===== src/design/uag_pkg.sv =====
// Shared types, request and configuration codes, and saturation and clamping helpers for the advection grid block.
`timescale 1ns / 1ps
package uag_pkg;
	localparam int COL_BITS  = 7;
	localparam int ROW_BITS  = 7;
	localparam int ADDR_BITS = COL_BITS + ROW_BITS;
	localparam int CELLS     = 1 << ADDR_BITS;
	localparam int VAL_BITS  = 32;
	localparam int COEF_BITS = 18;
	localparam int DIM_BITS  = 8;
	localparam int MUL_BITS  = 33;
	localparam int PROD_BITS = 2 * MUL_BITS;

	localparam logic [DIM_BITS-1:0] MIN_DIM = 8'd3;
	localparam logic [DIM_BITS-1:0] MAX_DIM = 8'd128;

	localparam logic [1:0] REQ_LOAD = 2'd0;
	localparam logic [1:0] REQ_STEP = 2'd1;
	localparam logic [1:0] REQ_READ = 2'd2;

	localparam logic [1:0] CFG_WIDTH  = 2'd0;
	localparam logic [1:0] CFG_HEIGHT = 2'd1;
	localparam logic [1:0] CFG_COEF_X = 2'd2;
	localparam logic [1:0] CFG_COEF_Y = 2'd3;

	typedef struct packed {
		logic [1:0]                 req_type;
		logic [COL_BITS-1:0]        x_index;
		logic [ROW_BITS-1:0]        y_index;
		logic signed [VAL_BITS-1:0] phi_in;
		logic signed [VAL_BITS-1:0] u_in;
		logic signed [VAL_BITS-1:0] v_in;
	} in_item_t;

	typedef struct packed {
		logic signed [VAL_BITS-1:0] phi_out;
		logic [COL_BITS-1:0]        x_out;
		logic [ROW_BITS-1:0]        y_out;
	} out_item_t;

	function automatic logic signed [VAL_BITS-1:0] sat32(input logic signed [63:0] v);
		logic signed [63:0] hi;
		logic signed [63:0] lo;
		hi = 64'sh0000_0000_7FFF_FFFF;
		lo = -hi - 64'sd1;
		if (v > hi) return hi[VAL_BITS-1:0];
		else if (v < lo) return lo[VAL_BITS-1:0];
		else return v[VAL_BITS-1:0];
	endfunction

	function automatic logic [DIM_BITS-1:0] clamp_dim(input logic [DIM_BITS-1:0] v);
		if (v < MIN_DIM) return MIN_DIM;
		else if (v > MAX_DIM) return MAX_DIM;
		else return v;
	endfunction
endpackage


===== src/design/uag_mul.sv =====
// Shared signed multiplier with a registered product, used for every step product.
`timescale 1ns / 1ps
module uag_mul (
	input  logic                                  clk,
	input  logic signed [uag_pkg::MUL_BITS-1:0]   a,
	input  logic signed [uag_pkg::MUL_BITS-1:0]   b,
	output logic signed [uag_pkg::PROD_BITS-1:0]  p_q
);
	import uag_pkg::*;

	always_ff @(posedge clk) begin
		p_q <= a * b;
	end
endmodule


===== config.mk =====
export PLATFORM = sky130hd
export DESIGN_NAME = uag_mul
export DESIGN_NICKNAME = d
export VERILOG_FILES = /design/src/design/uag_pkg.sv /design/src/design/uag_mul.sv
export SDC_FILE = /design/constraint.sdc
export NUM_CORES = 2
export LEC_CHECK = 0
export BUFFER_PORTS_ARGS = -buffer_cell sky130_fd_sc_hd__buf_2
export CAP_MARGIN = 25
export CORE_MARGIN = 8
export CORE_UTILIZATION = 55
export CTS_CLUSTER_DIAMETER = 50
export DETAILED_ROUTE_END_ITERATION = 6
export GPL_TIMING_DRIVEN = 0
export PLACE_DENSITY_LB_ADDON = 0.08
export SKIP_LAST_GASP = 1
export SYNTH_ARGS = -nofsm -noshare
export SYNTH_HDL_FRONTEND = slang
export SYNTH_SLANG_ARGS = --single-unit

===== constraint.sdc =====
create_clock -name clk -period 10.67 [get_ports clk]
set_input_delay 1.067 -clock clk [delete_from_list [all_inputs] [get_ports clk]]
set_output_delay 1.067 -clock clk [all_outputs]
set_load 0.02 [all_outputs]

=== Yosys cells after proc, flatten, opt, wreduce, memory -nomap -nowiden ===
Index checks and enable logic that the tools add are counted.

* Bits in registers: 66
* Input port bits: 67
* Output and inout port bits: 66
* Logic and storage cells: 2

* $mul: 1

{| class="wikitable"
|+ Operators with widths
! kind !! count
|-
| $mul A33 B33 Y66 || 1
|}

=== Depth between registers and ports, before layout ===
* Word-level depth: 1
* Gate-level depth with buffers: 27
* Mapped depth without buffers: 26

=== Worst setup path before layout ===
OpenSTA, ideal clock, no wires.

* Path kind: input to register
* Start: input a[32] in the netlist's numbering
* End: register p_q[62] in the netlist's numbering
* Setup time: 0.079 ns
* Arrival: 8.224 ns
* Required time: 10.591 ns
* Path slack: 2.367 ns
* Stages: 23
* Path buffers: 2
* Cells stage by stage: clkbuf_1 > nand2_1 > inv_1 > fa_1 > fa_1 > fa_1 > fa_1 > fa_1 > fa_1 > fa_1 > inv_1 > fa_1 > inv_1 > ha_1 > clkbuf_1 > and3_1 > nand3_1 > nand2b_1 > a2111oi_4 > a211oi_4 > a21o_2 > a21o_1 > a211oi_2

* Longest elaborated chain between the ends: 1

{| class="wikitable"
|+ RTL lines
! item !! RTL line !! source
|-
| from (decl) || uag_mul.sv:5 || <nowiki>input logic signed [uag_pkg::MUL_BITS-1:0] a,</nowiki>
|-
| $mul A33 B33 Y66 || uag_mul.sv:12 || <nowiki>p_q <= a * b;</nowiki>
|-
| to (signal assigned) || uag_mul.sv:12 ||
|-
| to (decl) || uag_mul.sv:7 || <nowiki>output logic signed [uag_pkg::PROD_BITS-1:0] p_q</nowiki>
|}

No other way between the ends.

=== Final worst setup path ===
* Start: input b[9] in the netlist's numbering
* End: register p_q[64] in the netlist's numbering

* Longest elaborated chain between the ends: 1

{| class="wikitable"
|+ RTL lines
! item !! RTL line !! source
|-
| from (decl) || uag_mul.sv:6 || <nowiki>input logic signed [uag_pkg::MUL_BITS-1:0] b,</nowiki>
|-
| $mul A33 B33 Y66 || uag_mul.sv:12 ||
|}

No other way between the ends.

==> flow_summary.ini <==
[outcome]
run_status = finished, final reports clean

[layout]
final_nets = 5930
syn2layout_area_growth_pct = 6.24
largest_reg_flops = 66
largest_register = p_q
post-route-util_pct = 59.1
top_regs = p_q x66
final_common_cell = fa_1
drive_gt1_share_pct = 4.82
mostFrequentLayoutCells = fa_1 (1,145), inv_1 (1,131), and2_1 (562), nand2_1 (551), ha_1 (217)

[worst_setup_path]
path_class = in -> reg
crit_fanout = 10
crit_arrival_ps = 9780
worst_ep_required_time_ps = 10930
cp-end-kind = flop
cp-start-kind = primary input

[routing]
via_per_inst = 5.69
route.detailed.drc = 0
dr.pass1.iters = 7
drt_first_iter_violations = 2473
totalWireLength_um = 150000
wl_per_cell_um = 27.3
final_antenna_net_count = 0
vias = 31200

[clock_tree]
clockRootBuffer = clkbuf_16
clockBufferDepth = 2
clkTransAtPathRegs_ps = 70
post_cts_resized = 0
cts_sinks = 66
cts_tree = yes
holdBufCountCts = 0
cts_buffers = 9
cts_max_level = 3
cts_setup_buffers = 0

[timing]
tns_ps = 0
max_slew.worst_pin.slew_ps = 1250
maxSlewViolCount = 0
setup_viol = 0
whs_ps = 1250
finalCritPeriodShare_pct = 89.2
slew_headroom_pct = 16.9
setup_ws_ps = 1150
max_freq_ghz = 0.105
rsz0062_at_grt = false
min_period_ps = 9520
hold_viol = 0

[yosys]
synth-seq-cells = 66
yosysSeqAreaShare_pct = 3.24
synth_warnings = 0
synth_nets = 5767
synthArstFlopShare_pct = 0
ys_types = 80
synth_edf_count = 0
ys.flop_type = dfxtp_1
avgSynthCellArea_um2 = 9.39
synthCells = 4338
synth_area_um2 = 40700

[global_route]
grt_use_total_pct = 36.9
grt_pass1_vias = 33400
overflow = 0
antenna_found_initial = 18
grt_max_degree = 19
grt_pass1_wl_um = 217000

[die]
ios = 133
die_w_um = 288
start_util_pct = 55.6
fp.dieH_um = 288
core_um2 = 73200
row_count = 99
die_area_um2 = 83000

[place]
globalplace.congestion = 1.04
place.port_buffers = 132
dp_slack_ps = 892
dp_hpwl_um = 128000

[min_path]
min_path_type = in -> reg

[run]
drv_cap = 0
## final timing paths
path,start,to,slack (ps),depth (start not counted)
setup / recovery,b[9],p_q[64],1150,22
hold / removal,a[0],p_q[0],1250,2
## cell usage after synthesis, types with 11 or more instances
| library cell | count | area, µm² |
|---|---|---|
| o21bai_1 | 11 | 82.6 |
| nand4_1 | 11 | 68.8 |
| nand2b_1 | 12 | 75.1 |
| xnor2_1 | 43 | 377 |
| o21ai_0 | 25 | 125 |
| ha_1 | 217 | 2720 |
| clkbuf_1 | 208 | 781 |
| a21o_1 | 36 | 270 |
| buf_2 | 11 | 55.1 |
| inv_1 | 1131 | 4250 |
| dfxtp_1 | 66 | 1320 |
| nand2_1 | 551 | 2070 |
| fa_1 | 1145 | 22900 |
| nand3_1 | 25 | 125 |
| xor2_1 | 25 | 219 |
| a21oi_1 | 57 | 285 |
| nor2_1 | 68 | 255 |
| and2_1 | 562 | 3520 |
## worst max-delay path, stage by stage
cell,delay (ps)
buf_2,230
clkbuf_1,820
nand2_1,340
fa_1,710
fa_1,940
fa_1,520
inv_1,80
fa_1,440
fa_1,750
fa_1,490
fa_1,490
inv_1,50
fa_1,470
inv_1,40
ha_1,270
clkbuf_1,380
nand4_1,230
nor3_1,580
o311ai_4,300
nand3_2,200
a211oi_1,90
a311oi_1,250
## area by class of cell
type / count / area, µm²
Multi-Input combinational cell: 2920 / 34300
Antenna cell: 17 / 42.5
Inverter: 1131 / 4250
Clock inverter: 7 / 100
Buffer: 221 / 851
Timing Repair Buffer: 152 / 973
Fill cell: 6714 / 29900
Sequential cell: 66 / 1320
Tap cell: 959 / 1200
Clock buffer: 9 / 225
## logic make-up after synthesis
| logic type | after synthesis | synth area share, % |
|---|---|---|
| flip-flops | 66 | 3.24 |
| adder cells (fa/ha/maj) | 1362 | 62.9 |
| AO/OA/AOI/OAI | 219 | 4.07 |
| XOR/XNOR | 68 | 1.46 |
| buffers and inverters | 1352 | 12.5 |
| AND/OR/NAND/NOR | 1271 | 15.8 |
## metal layers
layer	GRT usage [%]	wire length, µm	vias up
li1	-	-	12700
met1	41.9	50900	16300
met2	59.6	70300	1586
met3	8.79	13100	565
met4	29.8	15300	6
met5	0	41	-
## metrics by stage
step	cell area, µm²	std cells
final	43300	5482
after global routing	43200	5467
after CTS	43100	5457
after detailed placement	42800	5441
after global placement	42600	5429
after floorplan	40700	4338
Power is left out: the tool's default activity adds up to more than one toggle a clock period on the data nets, which glitch-free logic cannot reach.
